`config.mk`:
```
export PLATFORM = sky130hd
export DESIGN_NAME = nec_ir_frame_transmitter_top_flat
export DESIGN_NICKNAME = d
export VERILOG_FILES = /design/src/sv/nectx_pkg.sv /design/src/sv/nectx_in_if.sv /design/src/sv/nectx_out_if.sv /design/src/sv/nectx_cfg_if.sv /design/src/sv/nec_ir_frame_transmitter_top.sv /design/src/sv/nectx_engine.sv /design/src/flat_wrapper.sv
export SDC_FILE = /design/constraint.sdc
export NUM_CORES = 1
export LEC_CHECK = 0
export BUFFER_PORTS_ARGS = -buffer_cell sky130_fd_sc_hd__buf_4
export CAP_MARGIN = 15
export CORE_MARGIN = 1.5
export CORE_UTILIZATION = 50
export CTS_CLUSTER_SIZE = 25
export DETAILED_ROUTE_END_ITERATION = 6
export PLACE_DENSITY = 0.69
export SKIP_CTS_REPAIR_TIMING = 1
export SYNTH_ARGS = -nofsm -noshare
export SYNTH_HDL_FRONTEND = slang
export SYNTH_HIERARCHICAL = 1
export SYNTH_SLANG_ARGS = --single-unit
```
`constraint.sdc`:
```
create_clock -name clk -period 2.32 [get_ports clk]
set_input_delay 0.348 -clock clk [delete_from_list [all_inputs] [get_ports clk]]
set_output_delay 0.348 -clock clk [all_outputs]
set_load 0.05 [all_outputs]
```
`src/sv/nectx_pkg.sv`:
```
// Package with the shared types, codes and constants of the NEC IR frame transmitter.
package nectx_pkg;

  localparam int unsigned WORD_W  = 32;
  localparam int unsigned KEY_W   = 3;
  localparam int unsigned REG_W   = 2;
  localparam int unsigned POS_W   = 6;
  localparam int unsigned HIGH_W  = 5;
  localparam int unsigned LOW_W   = 4;

  localparam logic [HIGH_W-1:0] LEADER_HIGH_TICKS = HIGH_W'(16);
  localparam logic [LOW_W-1:0]  LEADER_LOW_TICKS  = LOW_W'(8);
  localparam logic [LOW_W-1:0]  ONE_LOW_TICKS     = LOW_W'(3);
  localparam logic [POS_W-1:0]  DATA_BITS         = POS_W'(32);
  localparam logic [POS_W-1:0]  FINAL_POS         = POS_W'(33);

  localparam logic [WORD_W-1:0] RST_WORD_VOLUME_UP   = 32'hEB147286;
  localparam logic [WORD_W-1:0] RST_WORD_VOLUME_DOWN = 32'hEA157286;
  localparam logic [WORD_W-1:0] RST_WORD_TRACK_UP    = 32'hED127286;
  localparam logic [WORD_W-1:0] RST_WORD_TRACK_DOWN  = 32'hEC137286;

  typedef enum logic {
    OP_TICK = 1'b0,
    OP_KEY  = 1'b1
  } opcode_t;

  typedef enum logic [KEY_W-1:0] {
    KEY_NONE     = 3'd0,
    KEY_VOL_UP   = 3'd1,
    KEY_VOL_DOWN = 3'd2,
    KEY_TRK_UP   = 3'd3,
    KEY_TRK_DOWN = 3'd4,
    KEY_REPEAT   = 3'd5
  } key_t;

  typedef enum logic [REG_W-1:0] {
    REG_WORD_VOLUME_UP   = 2'd0,
    REG_WORD_VOLUME_DOWN = 2'd1,
    REG_WORD_TRACK_UP    = 2'd2,
    REG_WORD_TRACK_DOWN  = 2'd3
  } reg_idx_t;

  typedef struct packed {
    logic             opcode;
    logic [KEY_W-1:0] key_code;
  } item_t;

  typedef struct packed {
    logic [WORD_W-1:0] vol_up;
    logic [WORD_W-1:0] vol_down;
    logic [WORD_W-1:0] trk_up;
    logic [WORD_W-1:0] trk_down;
  } key_words_t;

  typedef struct packed {
    logic line_level;
    logic busy;
  } status_t;

endpackage

```
`src/sv/nectx_in_if.sv`:
```
// Input channel interface: tick or key request words.
interface nectx_in_if;
  logic                          valid;
  logic                          ready;
  logic                          opcode;
  logic [nectx_pkg::KEY_W-1:0]   key_code;

  modport source (output valid, output opcode, output key_code, input ready);
  modport sink   (input valid, input opcode, input key_code, output ready);
endinterface

```
`src/sv/nectx_out_if.sv`:
```
// Result channel interface: line level and busy flag.
interface nectx_out_if;
  logic valid;
  logic ready;
  logic line_level;
  logic busy_res;

  modport source (output valid, output line_level, output busy_res, input ready);
  modport sink   (input valid, input line_level, input busy_res, output ready);
endinterface

```
`src/sv/nectx_cfg_if.sv`:
```
// Configuration write channel interface: register index and write data.
interface nectx_cfg_if;
  logic                           valid;
  logic                           ready;
  logic [nectx_pkg::REG_W-1:0]    index;
  logic [nectx_pkg::WORD_W-1:0]   data;

  modport source (output valid, output index, output data, input ready);
  modport sink   (input valid, input index, input data, output ready);
endinterface

```
`src/sv/nec_ir_frame_transmitter_top.sv`:
```
// Top level of the NEC IR frame transmitter: input register, config words, result register.
// An accepted word is held in the input register, then its status in the result register.
// Throughput: one word per cycle while the result channel is ready; single-pass sequencer.
// The input register takes one more word while a result waits to be taken.
// Reset (synchronous, rst_n low) idles the line, clears all words and loads the key words.
module nec_ir_frame_transmitter_top (
  input logic       clk,
  input logic       rst_n,
  nectx_in_if.sink  in_ch,
  nectx_out_if.source out_ch,
  nectx_cfg_if.sink cfg_ch
);
  import nectx_pkg::*;

  logic       in_valid_r;
  item_t      in_item_r;
  logic       out_valid_r;
  status_t    out_stat_r;
  logic       adv;
  logic       step;
  key_words_t words_r;
  status_t    stat;

  assign adv          = !out_valid_r || out_ch.ready;
  assign step         = adv && in_valid_r;
  assign in_ch.ready  = !in_valid_r || adv;
  assign cfg_ch.ready = 1'b1;

  always_ff @(posedge clk) begin
    if (!rst_n) begin
      in_valid_r <= 1'b0;
    end else if (in_ch.ready) begin
      in_valid_r <= in_ch.valid;
    end
  end

  always_ff @(posedge clk) begin
    if (in_ch.ready && in_ch.valid) begin
      in_item_r.opcode   <= in_ch.opcode;
      in_item_r.key_code <= in_ch.key_code;
    end
  end

  always_ff @(posedge clk) begin
    if (!rst_n) begin
      words_r.vol_up   <= RST_WORD_VOLUME_UP;
      words_r.vol_down <= RST_WORD_VOLUME_DOWN;
      words_r.trk_up   <= RST_WORD_TRACK_UP;
      words_r.trk_down <= RST_WORD_TRACK_DOWN;
    end else if (cfg_ch.valid) begin
      unique case (reg_idx_t'(cfg_ch.index))
        REG_WORD_VOLUME_UP:   words_r.vol_up   <= cfg_ch.data;
        REG_WORD_VOLUME_DOWN: words_r.vol_down <= cfg_ch.data;
        REG_WORD_TRACK_UP:    words_r.trk_up   <= cfg_ch.data;
        REG_WORD_TRACK_DOWN:  words_r.trk_down <= cfg_ch.data;
        default:              words_r          <= words_r;
      endcase
    end
  end

  nectx_engine u_engine (
    .clk    (clk),
    .rst_n  (rst_n),
    .step   (step),
    .item   (in_item_r),
    .words  (words_r),
    .status (stat)
  );

  always_ff @(posedge clk) begin
    if (!rst_n) begin
      out_valid_r <= 1'b0;
    end else if (adv) begin
      out_valid_r <= in_valid_r;
    end
  end

  always_ff @(posedge clk) begin
    if (step) begin
      out_stat_r <= stat;
    end
  end

  assign out_ch.valid      = out_valid_r;
  assign out_ch.line_level = out_stat_r.line_level;
  assign out_ch.busy_res   = out_stat_r.busy;

endmodule

```
`src/sv/nectx_engine.sv`:
```
// Frame sequencer: pending, current and last words, tick counters and line state.
module nectx_engine (
  input  logic                   clk,
  input  logic                   rst_n,
  input  logic                   step,
  input  nectx_pkg::item_t       item,
  input  nectx_pkg::key_words_t  words,
  output nectx_pkg::status_t     status
);
  import nectx_pkg::*;

  logic [WORD_W-1:0] pend_r, pend_nxt;
  logic [WORD_W-1:0] cur_r, cur_nxt;
  logic [WORD_W-1:0] last_r, last_nxt;
  logic [POS_W-1:0]  pos_r, pos_nxt;
  logic [HIGH_W-1:0] high_r, high_nxt;
  logic [LOW_W-1:0]  low_r, low_nxt;
  logic              line_r, line_nxt;

  logic [POS_W-1:0]  pos_inc;
  logic [4:0]        bit_idx;
  logic              req;
  logic [WORD_W-1:0] req_word;

  assign pos_inc = pos_r + POS_W'(1);
  assign bit_idx = pos_inc[4:0] - 5'd1;

  always_comb begin
    req      = 1'b1;
    req_word = '0;
    case (key_t'(item.key_code))
      KEY_VOL_UP:   req_word = words.vol_up;
      KEY_VOL_DOWN: req_word = words.vol_down;
      KEY_TRK_UP:   req_word = words.trk_up;
      KEY_TRK_DOWN: req_word = words.trk_down;
      KEY_REPEAT:   req_word = last_r;
      default:      req      = 1'b0;
    endcase
  end

  always_comb begin
    pend_nxt = pend_r;
    cur_nxt  = cur_r;
    last_nxt = last_r;
    pos_nxt  = pos_r;
    high_nxt = high_r;
    low_nxt  = low_r;
    line_nxt = line_r;
    if (step) begin
      if (opcode_t'(item.opcode) == OP_KEY) begin
        if (req) begin
          pend_nxt = req_word;
          last_nxt = req_word;
        end
      end else if (cur_r == '0) begin
        // Idle line: start the pending word with its leader.
        if (pend_r != '0) begin
          cur_nxt  = pend_r;
          pend_nxt = '0;
          line_nxt = 1'b1;
          high_nxt = LEADER_HIGH_TICKS;
          low_nxt  = LEADER_LOW_TICKS;
          pos_nxt  = '0;
        end
      end else if (high_r != '0) begin
        high_nxt = high_r - HIGH_W'(1);
        if (high_r == HIGH_W'(1)) begin
          line_nxt = 1'b0;
        end
      end else if (low_r != '0) begin
        low_nxt = low_r - LOW_W'(1);
        if (low_r == LOW_W'(1)) begin
          if (pos_inc <= FINAL_POS) begin
            // Next data bit, or the closing pulse after the last bit.
            pos_nxt  = pos_inc;
            line_nxt = 1'b1;
            high_nxt = HIGH_W'(1);
            if (pos_inc == FINAL_POS || !cur_r[bit_idx]) begin
              low_nxt = LOW_W'(1);
            end else begin
              low_nxt = ONE_LOW_TICKS;
            end
          end else begin
            high_nxt = '0;
            low_nxt  = '0;
            cur_nxt  = '0;
            pos_nxt  = '0;
          end
        end
      end
    end
  end

  assign status.line_level = line_nxt;
  assign status.busy       = (cur_nxt != '0) || (pend_nxt != '0);

  always_ff @(posedge clk) begin
    if (!rst_n) begin
      pend_r <= '0;
      cur_r  <= '0;
      last_r <= '0;
      pos_r  <= '0;
      high_r <= '0;
      low_r  <= '0;
      line_r <= 1'b0;
    end else begin
      pend_r <= pend_nxt;
      cur_r  <= cur_nxt;
      last_r <= last_nxt;
      pos_r  <= pos_nxt;
      high_r <= high_nxt;
      low_r  <= low_nxt;
      line_r <= line_nxt;
    end
  end

`ifndef SYNTHESIS
  a_line_needs_frame: assert property (@(posedge clk) disable iff (!rst_n)
    line_r |-> (cur_r != '0))
    else $error("line high without an active frame");

  a_pos_in_range: assert property (@(posedge clk) disable iff (!rst_n)
    pos_r <= FINAL_POS)
    else $error("bit position past the closing pulse");

  a_active_has_ticks: assert property (@(posedge clk) disable iff (!rst_n)
    (cur_r != '0) |-> ((high_r != '0) || (low_r != '0)))
    else $error("active frame with no ticks left");

  a_frame_start: assert property (@(posedge clk) disable iff (!rst_n)
    (step && item.opcode == OP_TICK && cur_r == '0 && pend_r != '0)
      |=> (line_r && pend_r == '0 && high_r == LEADER_HIGH_TICKS))
    else $error("pending word did not start a leader");
`endif

endmodule

```
`src/flat_wrapper.sv`:
```
// flat-port wrapper written by rule: the top's interface ports become plain ports
module nec_ir_frame_transmitter_top_flat import nectx_pkg::*;
  (clk, rst_n, in_ch_valid, in_ch_opcode, in_ch_key_code, in_ch_ready, out_ch_valid, out_ch_line_level, out_ch_busy_res, out_ch_ready, cfg_ch_valid, cfg_ch_index, cfg_ch_data, cfg_ch_ready);
  nectx_in_if in_ch_i ();
  nectx_out_if out_ch_i ();
  nectx_cfg_if cfg_ch_i ();
  input logic clk;
  input logic rst_n;
  input wire logic [$bits(in_ch_i.valid)-1:0] in_ch_valid;
  input wire logic [$bits(in_ch_i.opcode)-1:0] in_ch_opcode;
  input wire logic [$bits(in_ch_i.key_code)-1:0] in_ch_key_code;
  output wire logic [$bits(in_ch_i.ready)-1:0] in_ch_ready;
  output wire logic [$bits(out_ch_i.valid)-1:0] out_ch_valid;
  output wire logic [$bits(out_ch_i.line_level)-1:0] out_ch_line_level;
  output wire logic [$bits(out_ch_i.busy_res)-1:0] out_ch_busy_res;
  input wire logic [$bits(out_ch_i.ready)-1:0] out_ch_ready;
  input wire logic [$bits(cfg_ch_i.valid)-1:0] cfg_ch_valid;
  input wire logic [$bits(cfg_ch_i.index)-1:0] cfg_ch_index;
  input wire logic [$bits(cfg_ch_i.data)-1:0] cfg_ch_data;
  output wire logic [$bits(cfg_ch_i.ready)-1:0] cfg_ch_ready;
  assign in_ch_i.valid = in_ch_valid;
  assign in_ch_i.opcode = in_ch_opcode;
  assign in_ch_i.key_code = in_ch_key_code;
  assign in_ch_ready = in_ch_i.ready;
  assign out_ch_valid = out_ch_i.valid;
  assign out_ch_line_level = out_ch_i.line_level;
  assign out_ch_busy_res = out_ch_i.busy_res;
  assign out_ch_i.ready = out_ch_ready;
  assign cfg_ch_i.valid = cfg_ch_valid;
  assign cfg_ch_i.index = cfg_ch_index;
  assign cfg_ch_i.data = cfg_ch_data;
  assign cfg_ch_ready = cfg_ch_i.ready;
  nec_ir_frame_transmitter_top u_core (.clk(clk), .rst_n(rst_n), .in_ch(in_ch_i), .out_ch(out_ch_i), .cfg_ch(cfg_ch_i));
endmodule
```
==> results.py <==
metrics = {
    "logic_synthesis": {
        "ys.flop_type": "dfxtp_1",
        "synth_cell_types": 77,
        "synth_area_sq_um": 11500,
        "syn_avg_cell_area_sq_um": 9.65,
        "yosysSeqAreaShare_pct": 43.7,
        "synth_area_leader_cell": "dfxtp_1",
        "synth_warnings": 6,
        "syn_nets": 1239,
        "synth_enable_flop_cells": 6,
        "postSynth.asyncResetShare_pct": 0,
        "synthTopCellsByArea": "dfxtp_1 42%, mux2i_1 14%, nor2b_1 6.8%, nand2_1 5.6%, a21boi_0 3.0%",
        "synthCells": 1190,
        "synth_top_area_share_pct": 42.2,
        "ys_seq_elements": 248,
    },
    "global_route": {
        "grt_max_degree": 53,
        "antenna_found_initial": 0,
        "track_usage_pct": 24.7,
        "grt_pass1_wl_um": 47500,
        "grt_overflow": 0,
        "grt_pass1_vias": 8766,
    },
    "detailed_routing": {
        "drt_iter0_drc": 650,
        "drc": 0,
        "viasPerCell": 5.80,
        "num_vias": 9149,
        "drt_pass1_iterations": 6,
        "ant_nets": 0,
        "wl_um": 29900,
        "wl_per_cell_um": 18.9,
    },
    "clock_tree": {
        "cts.sinks": 248,
        "numCtsBuffers": 26,
        "clockBufferDepth": 3,
        "cts_tree": "done",
        "insertion_delay_ns": 0.54,
        "clockRootBuffer": "clkbuf_16",
        "clkTransAtPathRegs_ns": 0.06,
        "cts-htree-levels": 1,
    },
    "worst_setup_path": {
        "start_kind": "register",
        "crit_type": "register to register",
        "cp-end-kind": "register",
        "max_stage_delay_ns": 0.47,
        "rrSetupSlack_ns": -0.09,
        "critical_path_required_ns": 2.59,
        "rr_worst_depth": 9,
        "crit_slowest_cell": "edfxtp_1",
        "path_common_cell": "buf_4",
        "path_cells": "buf_4 > nand2b_1 > nor2_4 > buf_4 > a221o_1 > nor4_2 > nand2_1 > o31ai_2 > nand4_1",
        "cp_max_fo": 12,
        "crit_arrival_ns": 2.68,
    },
    "placement": {
        "dp_slack_ns": -0.0631,
        "dpl.hpwl_um": 20900,
        "dpl_cell_area_sq_um": 12500,
        "place_inst": 1520,
        "gp_congestion": 0.897,
        "numPortBuffers": 46,
    },
    "sta": {
        "finalClockSkew_ns": 0.0188,
        "setup_slack_ns": -0.0905,
        "post-route-min-period_ns": 2.41,
        "finalSetupViolations": 1,
        "holdWs_ns": 0.0198,
        "maxSlewViolCount": 0,
        "fmax_ghz": 0.415,
        "fin_tns_setup_ns": -0.0905,
        "fin_crit_sh_pct": 104,
        "tightest_slew_ns": 0.849,
        "hold_violations": 0,
        "grt_setup_unrepaired": "yes",
        "relSlewSlack_pct": 43.4,
    },
    "floorplan": {
        "coreArea_sq_um": 22600,
        "die_area_sq_um": 23900,
        "boundaryPins": 48,
        "die_x_um": 155,
        "start_util_pct": 50.9,
        "die_h_um": 155,
        "rows": 55,
    },
    "power": {
        "p_leak_nw": 5.47,
        "p_total_mw": 9.52,
        "p_per_area_nw_per_um2": 704,
        "ir_drop_mv": 0.474,
    },
    "worst_hold_path": {
        "whs_path_depth": 1,
        "worstHoldPathType": "primary input to register",
    },
    "finish": {
        "syn2layout_area_growth_pct": 17.8,
        "final_cell_mix": "242 x dfxtp_1, 170 x nand2_1, 161 x mux2i_1",
        "final_common_cell": "dfxtp_1",
        "fin_cells": 1577,
        "fin_area_sq_um": 13500,
        "drive_gt1_share_pct": 17.6,
        "antennaDiodeCount": 0,
        "utilization_pct": 59.9,
        "finalNetCount": 1325,
    },
    "outcome": {
        "status": "finished with violations",
        "violations": "negative setup slack",
    },
    "job": {
        "max_cap_viol_count": 0,
    },
}
routing by layer:
metal  track usage, %  share of wire (%)  wire, um
met5                0                  0         0
met4             8.42                3.5      1030
met3             2.94                4.5      1340
met2             39.4                 46     13700
met1             34.7                 46     13800
path summary, 6_finish.rpt:
path,from,to
setup reg to reg,u_core/in_item_r[0],u_core/out_ch.busy_res
hold reg to reg,u_core/words_r[37],u_core/words_r[37]
hold / removal,in_ch_key_code[0],u_core/in_item_r[0]
setup / recovery,u_core/in_item_r[0],u_core/out_ch.busy_res
power breakdown:
part	total [mW]	switching, mW	internal (mW)
combinational	0.929	0.499	0.430
sequential	4.48	0.0871	4.39
clock	4.12	1.71	2.41
state kept, by name (all words and copies together) (netlist names):
| name | count |
|---|---|
| u_core/words_r | 128 |
| u_core/u_engine/cur_r | 32 |
| u_core/u_engine/last_r | 32 |
| u_core/u_engine/pend_r | 32 |
| u_core/u_engine/pos_r | 6 |
| u_core/u_engine/high_r | 5 |
| u_core/in_item_r | 4 |
| u_core/u_engine/low_r | 4 |
| u_core/in_valid_r | 1 |
| u_core/out_ch.busy_res | 1 |
| u_core/out_ch.line_level | 1 |
| u_core/out_ch.valid | 1 |
| u_core/u_engine/line_r | 1 |
area by class of cell:
cell class              count  area [sq um]
clock buffers              34           722
clock inverters            10           119
fillers                  1920          9040
inverters                  14          52.6
multi-input cells         840          6020
flip-flops and latches    248          5020
well taps                 285           357
repair buffers            146          1240
logic make-up after synthesis:
family | after synthesis | synth area share, %
AOI/OAI and AO/OA | 219 | 14.6
xor gates and xnor gates | 3 | 0.229
adders and majority gates | 6 | 0.653
buffers and inverters | 103 | 4.92
DFF | 248 | 43.7
muxes | 175 | 16.2
other | 1 | 0.0326
and+or+nand+nor | 435 | 19.7
Yosys cell counts (14+ instances only):
master       n
buf_2       26
a21oi_1     15
dfxtp_1    242
mux2i_1    161
buf_6       14
nand3_1     31
nor2b_1    125
a21boi_0    46
a221o_1     23
a22oi_1     38
o21ai_0     19
nor2_1      28
nand2_1    172
o2bb2ai_1   20
nor4_1      21
clkbuf_1    30
critical path, delay by kind of cell (launching register included):
family | cells | cell delay (ns)
buffers and inverters | 2 | 0.37
and+or+nand+nor | 5 | 0.63
DFF | 1 | 0.47
AOI/OAI and AO/OA | 2 | 0.66
No activity file was read; power rests on OpenSTA's default activity.
